===== src/rtl/core/ihist_pkg.sv =====
`timescale 1ns / 1ps

package ihist_pkg;

  localparam int unsigned TICK_W        = 32;
  localparam int unsigned CPU_MHZ_W     = 12;
  localparam int unsigned VEC_W         = 12;
  localparam int unsigned SEL_W         = 5;
  localparam int unsigned BUCKET_W      = 5;
  localparam int unsigned TICKS_PER_MHZ = 100;
  // cpu_mhz * 100 fits in 12 + 7 bits
  localparam int unsigned QUANTUM_W     = CPU_MHZ_W + 7;

  typedef enum logic [1:0] {
    CMD_MARK     = 2'd0,
    CMD_RECORD   = 2'd1,
    CMD_READ     = 2'd2,
    CMD_IDLE_ADD = 2'd3
  } cmd_e;

  // One classified request handed from front to back.
  typedef struct packed {
    cmd_e                cmd;
    logic [TICK_W-1:0]   diff;       // elapsed ticks (record only)
    logic [VEC_W-1:0]    vec;        // clamped vector
    logic [SEL_W-1:0]    sel;        // clamped bucket select
    logic [TICK_W-1:0]   svc_total;  // interrupt total after this request
    logic [TICK_W-1:0]   idle_total; // idle total after this request
  } job_t;

endpackage


===== src/rtl/core/ihist_fifo.sv =====
`timescale 1ns / 1ps

module ihist_fifo (
  input  logic            clk_i,
  input  logic            rst_ni,
  input  logic            push_i,
  input  ihist_pkg::job_t job_i,
  output logic            full_o,
  input  logic            pop_i,
  output ihist_pkg::job_t job_o,
  output logic            empty_o
);
  import ihist_pkg::*;

  localparam int unsigned Depth = 2;
  localparam int unsigned PtrW  = $clog2(Depth);
  localparam int unsigned CntW  = $clog2(Depth + 1);

  job_t            entry_q [Depth];
  logic [PtrW-1:0] wptr_q, rptr_q;
  logic [CntW-1:0] cnt_q;
  logic            do_push, do_pop;

  assign full_o  = (cnt_q == CntW'(Depth));
  assign empty_o = (cnt_q == '0);
  assign do_push = push_i & ~full_o;
  assign do_pop  = pop_i & ~empty_o;
  assign job_o   = entry_q[rptr_q];

  always_ff @(posedge clk_i) begin
    if (do_push) begin
      entry_q[wptr_q] <= job_i;
    end
  end

  always_ff @(posedge clk_i or negedge rst_ni) begin
    if (!rst_ni) begin
      wptr_q <= '0;
      rptr_q <= '0;
      cnt_q  <= '0;
    end else begin
      if (do_push) begin
        wptr_q <= (wptr_q == PtrW'(Depth - 1)) ? '0 : wptr_q + 1'b1;
      end
      if (do_pop) begin
        rptr_q <= (rptr_q == PtrW'(Depth - 1)) ? '0 : rptr_q + 1'b1;
      end
      if (do_push && !do_pop) begin
        cnt_q <= cnt_q + 1'b1;
      end else if (do_pop && !do_push) begin
        cnt_q <= cnt_q - 1'b1;
      end
    end
  end

endmodule


===== config.mk =====
export PLATFORM = sky130hd
export DESIGN_NAME = ihist_fifo
export DESIGN_NICKNAME = d
export VERILOG_FILES = /design/src/rtl/core/ihist_pkg.sv /design/src/rtl/core/ihist_fifo.sv
export SDC_FILE = /design/constraint.sdc
export NUM_CORES = 1
export LEC_CHECK = 0
export BUFFER_PORTS_ARGS = -buffer_cell sky130_fd_sc_hd__buf_4
export CORE_MARGIN = 4
export CORE_UTILIZATION = 55
export CTS_CLUSTER_SIZE = 10
export DETAILED_ROUTE_END_ITERATION = 16
export PLACE_DENSITY = 0.94
export RECOVER_POWER = 25
export SLEW_MARGIN = 20
export SYNTH_ARGS = -nofsm -noshare
export SYNTH_HDL_FRONTEND = slang
export SYNTH_SLANG_ARGS = --single-unit

===== constraint.sdc =====
create_clock -name clk_i -period 14 [get_ports clk_i]
set_input_delay 1.4 -clock clk_i [delete_from_list [all_inputs] [get_ports clk_i]]
set_output_delay 1.4 -clock clk_i [all_outputs]
set_load 0.005 [all_outputs]

==> flow_metrics.env <==
export IMPL_ir_drop_mv=0.132
export IMPL_synth_seq_cells=234
export IMPL_ys_seq_area_share_pct=81.0
export IMPL_path_clk_slew_ns=0.06
export IMPL_root_buffer="clkbuf_16"
export IMPL_critPathMaxFanout=60
export IMPL_place_gp_congestion=0.715
export IMPL_worstPathRequired_ns=12.60
export IMPL_grt_pass1_wl_microns=26600
export IMPL_antenna_cells=0
export IMPL_boundaryPins=236
export IMPL_vias=4425
export IMPL_synth_area_per_cell_sq_um=22.9
export IMPL_antenna_found_initial=1
export IMPL_worst_setup_path_end_kind="primary output"
export IMPL_hold_path_depth=1
export IMPL_drt_wl_total_microns=17300
export IMPL_placed_cell_area_sq_mm=0.0106
export IMPL_dpl_hpwl_microns=11700
export IMPL_drv_cap=0
export IMPL_postCtsHoldBufs=0
export IMPL_fp_dieH_microns=133
export IMPL_viasPerCell=5.18
export IMPL_final_cell_area_sq_mm=0.0112
export IMPL_firstDrtPassIters=4
export IMPL_synthesis_nets=497
export IMPL_cts_resized=0
export IMPL_powerDensity_mw_per_mm2=205
export IMPL_grt_overflow=0
export IMPL_slew_violations=0
export IMPL_reg2reg_depth=5
export IMPL_clock_fmax_ghz=0.229
export IMPL_p_leak_nw=4.24
export IMPL_crit_arrival_ns=2.97
export IMPL_grt_pass1_vias=4920
export IMPL_coreArea_sq_mm=0.0153
export IMPL_min_path_type="register to register"
export IMPL_cts_max_level=1
export IMPL_track_usage_pct=19.0
export IMPL_min_from="cnt_q[1]"
export IMPL_clk_path_buf_depth=3
export IMPL_r2r_end="entry_q[0][67]"
export IMPL_drc_errors=0
export IMPL_synthToLayoutAreaGrowth_pct=29.9
export IMPL_core_rowCount=45
export IMPL_worst_pin_slew_ns=0.935
export IMPL_cts_buffers_inserted=27
export IMPL_ant_nets=0
export IMPL_setup_viol=0
export IMPL_hold_viol=0
export IMPL_p_total_mw=2.31
export IMPL_post_route_period_util_pct=31.2
export IMPL_clk_latency_ns=0.50
export IMPL_yosysWarnings=0
export IMPL_syn_area_sq_mm=0.00865
export IMPL_layout_min_cycle_time_ns=4.37
export IMPL_drt_iter0_markers=255
export IMPL_worstHoldEndpoint="cnt_q[1]"
export IMPL_worst_slew_margin_rel_pct=37.7
export IMPL_tns_ns=0
export IMPL_rsz0062_at_grt="false"
export IMPL_worstSetupPathType="register to primary output"
export IMPL_synthCells=377
export IMPL_cts_sinks=234
export IMPL_drive_above_1_share_pct=55.2
export IMPL_r2r_slack_ns=11.34
export IMPL_numPortBuffers=235
export IMPL_initial_utilization_pct=56.5
export IMPL_skew_ns=0.0177
export IMPL_cts_tree="done"
export IMPL_wl_per_cell_microns=20.2
export IMPL_grt_max_degree=61
export IMPL_outcome="finished clean"
export IMPL_post_cts_buffers=0
export IMPL_r2r_start="cnt_q[0]"
export IMPL_start_kind="register"
export IMPL_synth_distinct_cells=15
export IMPL_dieArea_sq_mm=0.0178
export IMPL_nets=752
export IMPL_die_x_microns=133
layout make-up:
cell class                 instances  area [sq um]
clock buffer                      39           721
clock inverter                     1          7.51
fill                             932          4080
inverter                           2          7.51
multi-input combinational        128          1550
sequential                       234          7010
tap                              211           264
timing repair buffer             239          1680
metal layers:
layer	vias up	global-route usage, %	wire length (microns)
met1	2181	23.6	6650
met3	29	5.10	1390
met5	-	0	7
met2	206	33.2	8890
li1	2007	-	-
met4	2	5.43	359
worst max path at each step:
stage	start	end	slack [ns]
3_5_place_dp	rptr_q	job_o[19]	10.19
3_3_place_gp	rptr_q	job_o[13]	10.27
4_1_cts	rptr_q	job_o[108]	9.61
6_report	rptr_q	job_o[108]	9.63
2_1_floorplan	push_i	entry_q[0][0]	7.14
5_1_grt	rptr_q	job_o[19]	9.49
placed cells by master (no fill, tap or decap), types with 2 or more instances in the layout:
cell and instances:
nor2_1 2, clkbuf_16 27, xor2_1 2, inv_1 2, xnor2_1 3, edfxtp_1 230, clkbuf_4 49, buf_4 160
dfrtp_1 3, mux2_2 75, clkbuf_1 42, mux2_4 40
kinds of logic (layout without fill, tap and decap cells):
family,after synthesis,after routing,share of synthesized area [%]
DFF,234,234,81.0
muxes,115,115,16.7
buffers and inverters,15,281,1.27
and+or+nand+nor,6,6,0.318
xor gates and xnor gates,5,5,0.506
adders and majority gates,1,1,0.145
AOI/OAI and AO/OA,1,1,0.0578
report_power, final:
group	leakage (nW)	switching (mW)	internal (mW)	total (mW)
Combinational	1.71	0.288	0.396	0.685
Clock	0.347	0.239	0.350	0.589
Sequential	2.18	0.0742	0.961	1.04
state kept, by name, summed over array words and instances, names as in the netlist:
signal / count
wptr_q: 1
rptr_q: 1
entry_q: 230
cnt_q: 2
worst max-delay path: stages, from the launching register on:
cell and delay, ns:
dfrtp_4 0.92, buf_4 0.87, mux2_2 0.44, buf_4 0.14
metrics by stage:
step                std cells  utilization [%]  hold WS (ns)  setup WS (ns)
floorplan                 377                -         0.461           7.14
global placement          814             69.4         0.504          10.27
detailed placement        814             69.4         0.516          10.19
CTS                       854             74.1         0.528           9.61
global route              854             73.4         0.573           9.49
finish                    854             73.4         0.522           9.63
cells in the mapped netlist (all sizes together):
library cell | count | area, sq um
nand2 | 1 | 3.75
nor2 | 3 | 11.3
xnor2 | 3 | 26.3
dfrtp | 4 | 100
inv | 2 | 7.51
buf | 13 | 103
xor2 | 2 | 17.5
and3 | 1 | 6.26
edfxtp | 230 | 6910
nand2b | 1 | 6.26
o21ai | 1 | 5.00
mux2 | 115 | 1450
ha | 1 | 12.5
Power figures use the tool's default switching activity.
