<file path="config.mk">
export PLATFORM = sky130hd
export DESIGN_NAME = ihist_front
export DESIGN_NICKNAME = d
export VERILOG_FILES = /design/src/rtl/core/ihist_pkg.sv /design/src/rtl/core/ihist_front.sv
export SDC_FILE = /design/constraint.sdc
export NUM_CORES = 1
export LEC_CHECK = 0
export ABC_CLOCK_PERIOD_IN_PS = 10800
export BUFFER_PORTS_ARGS = -buffer_cell sky130_fd_sc_hd__buf_2
export CELL_PAD_IN_SITES_DETAIL_PLACEMENT = 0
export CELL_PAD_IN_SITES_GLOBAL_PLACEMENT = 1
export CORE_ASPECT_RATIO = 1.25
export CORE_MARGIN = 1
export CORE_UTILIZATION = 43
export CTS_CLUSTER_DIAMETER = 50
export DETAILED_ROUTE_END_ITERATION = 7
export PLACE_DENSITY_LB_ADDON = 0.1
export SYNTH_ARGS = -nofsm -noshare
export SYNTH_HDL_FRONTEND = slang
export SYNTH_SLANG_ARGS = --single-unit
</file>
<file path="constraint.sdc">
create_clock -name clk_i -period 10.8 [get_ports clk_i]
set_clock_uncertainty 0.2 [all_clocks]
set_input_delay 2.16 -clock clk_i [delete_from_list [all_inputs] [get_ports clk_i]]
set_output_delay 2.16 -clock clk_i [all_outputs]
set_load 0.005 [all_outputs]
</file>
<file path="src/rtl/core/ihist_pkg.sv">
`timescale 1ns / 1ps

package ihist_pkg;

  localparam int unsigned TICK_W        = 32;
  localparam int unsigned CPU_MHZ_W     = 12;
  localparam int unsigned VEC_W         = 12;
  localparam int unsigned SEL_W         = 5;
  localparam int unsigned BUCKET_W      = 5;
  localparam int unsigned TICKS_PER_MHZ = 100;
  // cpu_mhz * 100 fits in 12 + 7 bits
  localparam int unsigned QUANTUM_W     = CPU_MHZ_W + 7;

  typedef enum logic [1:0] {
    CMD_MARK     = 2'd0,
    CMD_RECORD   = 2'd1,
    CMD_READ     = 2'd2,
    CMD_IDLE_ADD = 2'd3
  } cmd_e;

  // One classified request handed from front to back.
  typedef struct packed {
    cmd_e                cmd;
    logic [TICK_W-1:0]   diff;       // elapsed ticks (record only)
    logic [VEC_W-1:0]    vec;        // clamped vector
    logic [SEL_W-1:0]    sel;        // clamped bucket select
    logic [TICK_W-1:0]   svc_total;  // interrupt total after this request
    logic [TICK_W-1:0]   idle_total; // idle total after this request
  } job_t;

endpackage

</file>
<file path="src/rtl/core/ihist_front.sv">
`timescale 1ns / 1ps

module ihist_front #(
  parameter int unsigned NUM_VECTORS = 1024,
  parameter int unsigned NUM_BUCKETS = 20
) (
  input  logic                            clk_i,
  input  logic                            rst_ni,
  input  logic                            in_valid_i,
  output logic                            in_stall_o,
  input  logic [1:0]                      command_i,
  input  logic [ihist_pkg::TICK_W-1:0]    ticks_i,
  input  logic [ihist_pkg::VEC_W-1:0]     vector_i,
  input  logic                            no_process_i,
  input  logic [ihist_pkg::SEL_W-1:0]     bucket_select_i,
  input  logic                            clearing_i,
  input  logic                            q_full_i,
  output logic                            q_push_o,
  output ihist_pkg::job_t                 q_job_o
);
  import ihist_pkg::*;

  logic [TICK_W-1:0] stamp_q, stamp_d;
  logic [TICK_W-1:0] svc_q, svc_d;
  logic [TICK_W-1:0] idle_q, idle_d;
  logic [TICK_W-1:0] diff;
  logic              accept;
  cmd_e              cmd;

  assign cmd        = cmd_e'(command_i);
  assign in_stall_o = q_full_i | clearing_i;
  assign accept     = in_valid_i & ~in_stall_o;
  assign diff       = ticks_i - stamp_q;

  always_comb begin
    stamp_d = stamp_q;
    svc_d   = svc_q;
    idle_d  = idle_q;
    unique case (cmd)
      CMD_MARK: begin
        stamp_d = ticks_i;
      end
      CMD_RECORD: begin
        stamp_d = ticks_i;
        svc_d   = svc_q + diff;
        if (no_process_i && (idle_q > diff)) begin
          idle_d = idle_q - diff;
        end
      end
      CMD_IDLE_ADD: begin
        idle_d = idle_q + ticks_i;
      end
      default: begin
      end
    endcase
  end

  always_ff @(posedge clk_i or negedge rst_ni) begin
    if (!rst_ni) begin
      stamp_q <= '0;
      svc_q   <= '0;
      idle_q  <= '0;
    end else if (accept) begin
      stamp_q <= stamp_d;
      svc_q   <= svc_d;
      idle_q  <= idle_d;
    end
  end

  always_comb begin
    q_job_o.cmd        = cmd;
    q_job_o.diff       = diff;
    q_job_o.vec        = (vector_i >= NUM_VECTORS) ? VEC_W'(NUM_VECTORS - 1) : vector_i;
    q_job_o.sel        = (bucket_select_i >= NUM_BUCKETS) ? SEL_W'(NUM_BUCKETS - 1)
                                                          : bucket_select_i;
    q_job_o.svc_total  = svc_d;
    q_job_o.idle_total = idle_d;
  end

  assign q_push_o = accept;

endmodule

</file>
==> impl_metrics.env, run 1 <==
export IMPL_fp_dieW_um=145.7
export IMPL_clock_path_buffers=2
export IMPL_firstDrtPassIters=5
export IMPL_num_rows=65
export IMPL_relSlewSlack=0.1864
export IMPL_top_usage_layer="met2"
export IMPL_fin_crit_sh=0.9576
export IMPL_synthToLayoutAreaGrowth_pct=14.21
export IMPL_yosysUniqueCellTypes=76
export IMPL_cts_tree="done"
export IMPL_synthTopCellsByArea="dfrtp_1 22%, ha_1 14%, nand2_1 7.1%, o21ai_0 5.2%, xnor2_1 5.1%"
export IMPL_numCtsBuffers=9
export IMPL_viasPerCell=5.764
export IMPL_critical_path_arrival_ps=7980
export IMPL_max_cap_violations=0
export IMPL_dp_hpwl_um=29670
export IMPL_end_kind="output pin"
export IMPL_comb_power_share=0.782
export IMPL_yosysTopAreaCell="dfrtp_1"
export IMPL_finalSetupViolCount=0
export IMPL_worst_path_largest_cell_delay_ps=650
export IMPL_seqPwrFrac=0.143
export IMPL_final_cell_mix="208 x nand2_1, 170 x buf_2, 121 x ha_1, 115 x o21ai_0, 98 x a21oi_1"
export IMPL_p_int_uw=2102
export IMPL_cp_required_ps=8440
export IMPL_final_common_cell="nand2_1"
export IMPL_final_core_util=0.5014
export IMPL_path_max_fanout=8
export IMPL_wl_per_cell_um=19.68
export IMPL_fmax_mhz=96.69
export IMPL_grtUsageMet1=0.3597
export IMPL_fillers=2563
export IMPL_synth_edff_count=0
export IMPL_switching_share=0.5143
export IMPL_antenna_left=0
export IMPL_synthArstFlopShare=1.000
export IMPL_register_area_um2=2402
export IMPL_totalWireLength_um=38020
export IMPL_die_area_um2=26470
export IMPL_fin_crit_ps=10340
export IMPL_boundaryPins=174
export IMPL_port_buffers=171
export IMPL_cts_sinks=96
export IMPL_tns_ps=0
export IMPL_use_met2=0.5035
export IMPL_status="completed"
export IMPL_ys_seq_area_frac=0.2164
export IMPL_hp_class="reg -> reg"
export IMPL_p_leak_uw=0.006298
export IMPL_ir_drop_mv=0.1462
export IMPL_final_hold_violation_count=0
export IMPL_rsz0062_at_grt="false"
export IMPL_layout_drive_gt1_share=0.1497
export IMPL_synthFlopType="dfrtp_1"
export IMPL_core_area_um2=25290
export IMPL_num_vias=11140
export IMPL_cp_start_kind="input port"
export IMPL_drv_slew=0
export IMPL_crit_slowest_cell="or4b_2"
export IMPL_multi_input_area_um2=8168
export IMPL_gp_congestion=0.9267
export IMPL_die_y_um=181.7
export IMPL_synth_top_area_frac=0.2164
export IMPL_power_switching_uw=2227
export IMPL_grt_pass1_vias=10780
export IMPL_synth_area_um2=11100
export IMPL_critical_path_class="in -> out"
export IMPL_synth_seq_cells=96
export IMPL_gr_usage_met3=0.03266
export IMPL_worst_path_buf_inv=4
export IMPL_clock_latency_ps=380
export IMPL_pwr_share_clk=0.076
export IMPL_drcViolationCount=0
export IMPL_initial_core_util=0.4390
export IMPL_ys_warn_count=0
export IMPL_syn_inst=1434
export IMPL_grtUsageTotal=0.2903
export IMPL_overflow=0
export IMPL_tightest_slew_ps=1216
export IMPL_grt_max_degree=75
export IMPL_r2r_slack_ps=4230
export IMPL_antenna_found_initial=2
export IMPL_grt_pass1_wl_um=59460
export IMPL_nets=1774
export IMPL_cts_clk_slew_worst_paths_ps=70
export IMPL_cts_max_level=3
export IMPL_root_buffer="clkbuf_16"
export IMPL_power_density_nw_per_um2=341.4
export IMPL_drtIter0Drc=585
export IMPL_cp_top_family="compound AO/OA/AOI/OAI gates"
export IMPL_cts_setup_buffers=0
export IMPL_synth_area_per_cell_um2=7.743
cells by family after synthesis:
kind of cell               Yosys count  synth area share
AOI/OAI and AO/OA                  495            0.2949
xor gates and xnor gates           113           0.09274
adders and majority gates          134            0.1520
buffers and inverters              147           0.05150
DFF                                 96            0.2164
muxes                               15           0.01420
other                                1         0.0003377
and+or+nand+nor                    433            0.1779
worst register-to-register path, delay by kind of cell (launching register included):
kind                       cells  cell delay, ps
adders and majority gates      3             920
AOI/OAI and AO/OA             18            3880
xor gates and xnor gates       1             180
DFF                            1             370
buffers and inverters          4             500
and+or+nand+nor                3             410
synthesized netlist by cell type (12+ instances only):
cell,number
a21o_1,74
a21oi_1,98
a22o_1,18
a31oi_1,18
and3_1,13
clkbuf_1,38
dfrtp_1,96
ha_1,121
inv_1,97
nand2_1,209
nand2b_1,22
nand3_1,22
nand4_1,13
nor2_1,73
nor2b_1,21
nor3_1,15
o211ai_1,12
o21a_1,20
o21ai_0,116
o21ai_1,13
o21bai_1,15
or3_1,18
xnor2_1,65
xor2_1,45
final cells by class:
cell class | instances | share of cell area
multi-input cells | 1192 | 0.6441
flip-flops and latches | 96 | 0.1894
repair buffers | 194 | 0.08229
well taps | 335 | 0.03305
inverters | 99 | 0.02930
clock buffers | 11 | 0.01914
clock inverters | 4 | 0.002467
diodes | 1 | 0.0001973
registers in the layout (all words and copies together), names as in the netlist:
name,cells
idle_q,32
stamp_q,32
svc_q,32
path summary, 6_finish.rpt:
| check | cells after the start | end | from |
|---|---|---|---|
| worst min-delay path | 1 | svc_q[31]$_DFFE_PN0P_ | svc_q[31]$_DFFE_PN0P_ |
| worst max-delay path | 25 | q_job_o[31] | ticks_i[6] |
| worst min register to register | 1 | svc_q[31]$_DFFE_PN0P_ | svc_q[31]$_DFFE_PN0P_ |
| worst max register to register | 29 | idle_q[23]$_DFFE_PN0P_ | stamp_q[0]$_DFFE_PN0P_ |
| max in group asynchronous | 2 | stamp_q[12]$_DFFE_PN0P_ | rst_ni |
| min in group asynchronous | 1 | svc_q[24]$_DFFE_PN0P_ | rst_ni |
stage by stage:
step	total power [uW]	setup WS (ps)	hold slack [ps]	instances	area, um^2
6_report	4329	457.4	290.9	1932	12680
5_1_grt	4731	6.496	319.8	1932	12680
4_1_cts	4325	247.5	300.9	1931	12670
3_5_place_dp	3968	302.9	290.8	1916	12390
3_3_place_gp	3965	317.4	280.1	1916	12390
2_1_floorplan	3004	1268	265.9	1435	11110
power by group through the flow:
stage | clock network (uW) | registers (uW) | logic, uW
6_report | 328 | 618 | 3380
5_1_grt | 344 | 638 | 3750
4_1_cts | 336 | 617 | 3370
3_5_place_dp | 0 | 624 | 3340
3_3_place_gp | 0 | 624 | 3340
2_1_floorplan | 0 | 582 | 2420
metal layers:
metal,routed length (um),vias to the layer above
met3,1808,69
met5,14,-
met2,18420,338
met4,1496,2
li1,-,5502
met1,16280,5226
repair_timing:
action | in CTS | in global routing
setup endpoints to repair | 0 | 32
hold buffers | 0 | 0
gates resized for setup | 0 | 4
Note: power is estimated with default switching activity, not from simulation.
==> run 2, diff against run 1 <==
Settings changed: ABC_AREA set to 1, CORE_UTILIZATION 43 to 41.
==> run 2 against run 1 <==
Net effect: fmax is 7.1% higher; count of clock-buffer cells in the layout shrank 1; sequential share of layout area down 0.98 points; critical endpoint is now q_job_o[1].
==> impl_metrics.env, run 2 <==
export IMPL_initial_core_util=0.4170
export IMPL_path_max_fanout=33
export IMPL_reg_largest_list="idle_q x32, stamp_q x32, svc_q x32"
export IMPL_ys_warn_count=0
export IMPL_max_cap_violations=0
export IMPL_viasPerCell=5.286
export IMPL_die_area_um2=29660
export IMPL_fin_crit_ps=9654
export IMPL_holdPathEnd="stamp_q[0]$_DFFE_PN0P_"
export IMPL_power_density_nw_per_um2=302.4
export IMPL_boundaryPins=174
export IMPL_hold_worst_slack_ps=301.3
export IMPL_gp_congestion=0.9289
export IMPL_fin_crit_sh=0.8939
export IMPL_yosysTopAreaCell="dfrtp_1"
export IMPL_ys_top_cells_by_count="584 x nand2_1, 280 x inv_1, 195 x a21oi_1"
export IMPL_seqPwrFrac=0.156
export IMPL_final_hold_violation_count=0
export IMPL_root_buffer="clkbuf_16"
export IMPL_final_area_um2=13370
export IMPL_end_kind="output pin"
export IMPL_num_vias=12770
export IMPL_drv_slew=0
export IMPL_drtIter0Drc=721
export IMPL_reg2reg_depth=28
export IMPL_cts_max_level=3
export IMPL_port_buffers=171
export IMPL_cp_required_ps=8440
export IMPL_synthFlopType="dfrtp_1"
export IMPL_num_rows=69
export IMPL_tightest_slew_ps=871.4
export IMPL_hold_buffers=0
export IMPL_antenna_found_initial=0
export IMPL_synth_edff_count=0
export IMPL_hp_class="reg -> reg"
export IMPL_cp_start_kind="input port"
export IMPL_layout_drive_gt1_share=0.1248
export IMPL_cts_sinks=96
export IMPL_preCtsSetupSlack_ps=1182
export IMPL_die_y_um=192.3
export IMPL_antenna_left=0
export IMPL_yosysMostFrequentCell="nand2_1"
export IMPL_wl_met3_um=1846
export IMPL_yosysUniqueCellTypes=55
export IMPL_regToRegEndpoint="idle_q[1]$_DFFE_PN0P_"
export IMPL_tns_ps=0
export IMPL_reg2reg_from="stamp_q[17]$_DFFE_PN0P_"
export IMPL_cts_repair_resize_count=0
export IMPL_dp_hpwl_um=34040
export IMPL_hold_depth=2
export IMPL_min_from="stamp_q[0]$_DFFE_PN0P_"
export IMPL_finalSetupViolCount=0
export IMPL_cts_clk_slew_worst_paths_ps=80
export IMPL_ir_drop_mv=0.1181
export IMPL_grtUsageTotal=0.2883
export IMPL_drcViolationCount=0
export IMPL_numCtsBuffers=9
export IMPL_r2r_slack_ps=5130
export IMPL_fillers=3132
export IMPL_synth_area_um2=11880
export IMPL_synth_seq_cells=96
export IMPL_status="completed"
export IMPL_nets=2237
export IMPL_wl_per_cell_um=17.52
export IMPL_rsz0062_at_grt="false"
export IMPL_fp_dieW_um=154.3
export IMPL_dpl_cell_area_um2=13040
export IMPL_antennaDiodeCount=0
export IMPL_clock_path_buffers=2
export IMPL_synthToLayoutAreaGrowth_pct=12.55
export IMPL_clock_latency_ps=380
export IMPL_ys_seq_area_frac=0.2022
export IMPL_multi_input_area_um2=8198
export IMPL_p_int_uw=1774
export IMPL_pwr_share_clk=0.092
export IMPL_syn_inst=1909
export IMPL_register_area_um2=2402
export IMPL_overflow=0
export IMPL_cts_tree="done"
export IMPL_synth_area_per_cell_um2=6.223
export IMPL_p_leak_uw=0.007753
export IMPL_synthTopCellsByArea="dfrtp_1 20%, nand2_1 18%, ha_1 13%, inv_1 8.8%, a21oi_1 8.2%"
export IMPL_switching_share=0.5613
export IMPL_final_common_cell="nand2_1"
export IMPL_dr_wl_met2_um=20290
export IMPL_cts_setup_buffers=0
export IMPL_totalWireLength_um=42320
export IMPL_relSlewSlack=0.4129
export IMPL_startpoint="ticks_i[8]"
export IMPL_power_switching_uw=2270
export IMPL_met1Wirelength_um=18680
export IMPL_synth_top_area_frac=0.2022
export IMPL_firstDrtPassIters=5
export IMPL_core_area_um2=28490
export IMPL_grt_pass1_wl_um=65590
export IMPL_critical_path_arrival_ps=7290
export IMPL_grt_max_degree=72
export IMPL_comb_power_share=0.752
export IMPL_critical_path_class="in -> out"
export IMPL_fmax_mhz=103.6
export IMPL_routed_top_layer="met4"
export IMPL_final_cell_mix="583 x nand2_1, 280 x inv_1, 195 x a21oi_1, 170 x buf_2, 123 x nor2_1"
export IMPL_fin_ws_ps=1146
export IMPL_synthArstFlopShare=1.000
export IMPL_grt_pass1_vias=12270
run 2: worst max-delay path, cell delays in order:
cell and delay [ps]:
buf_2 110, ha_1 360, nand2_1 110, inv_1 40, a21oi_1 250, nand3_2 180
nand2_2 130, nand2_2 70, nand3_1 80, nand2_1 100, a21oi_1 320, o21bai_1 140
a21boi_0 330, xnor2_1 290, inv_1 100, ha_1 370, nand2_1 150, nor2_1 160
nand2_1 70, inv_1 110, nand4_1 110, o31a_1 350, nand2_4 380, inv_4 280
nand2_1 130, nand3_1 80, nand3_1 160, buf_2 140
run 2: final cells by class:
| type | instances | area share |
|---|---|---|
| Clock buffer | 10 | 0.01787 |
| Clock inverter | 6 | 0.006737 |
| Inverter | 285 | 0.08019 |
| Multi-Input combinational cell | 1483 | 0.6131 |
| Sequential cell | 96 | 0.1797 |
| Tap cell | 355 | 0.03322 |
| Timing Repair Buffer | 180 | 0.06924 |
run 2: logic make-up after synthesis:
group | synth area share
AO/OA/AOI/OAI | 0.1723
adder cells (fa/ha/maj) | 0.1342
other | 0.0003157
AND/OR/NAND/NOR | 0.3232
XOR/XNOR | 0.05793
buffers and inverters | 0.1089
flip-flops | 0.2022
multiplexers | 0.0009478
run 2: through the flow:
step	power, uW	util	instances
6_report	4044	0.4693	2415
3_3_place_gp	3654	0.4578	2399
3_5_place_dp	3647	0.4578	2399
4_1_cts	4043	0.4693	2415
5_1_grt	4445	0.4693	2415
2_1_floorplan	2699	-	1910
run 2: power by group through the flow:
stage	clock network [uW]	registers, uW	logic (uW)
after detailed placement	0	633	3010
final	374	630	3040
after global routing	391	645	3410
after global placement	0	633	3020
after CTS	382	629	3030
after floorplan	0	573	2130
run 2: layer usage:
metal / track usage / vias up
li1: - / 6485
met1: 0.3575 / 5878
met2: 0.5049 / 327
met3: 0.03211 / 75
met4: 0.1260 / 0
met5: 0 / -
run 2: worst max path at each step:
stage               cells past startpoint  slack, ps    endpoint
global placement                       28       1210  q_job_o[1]
floorplan                              25       2720  q_job_o[0]
detailed placement                     28       1180  q_job_o[1]
CTS                                    28       1180  q_job_o[1]
finish                                 28       1150  q_job_o[1]
global route                           27        690  q_job_o[3]
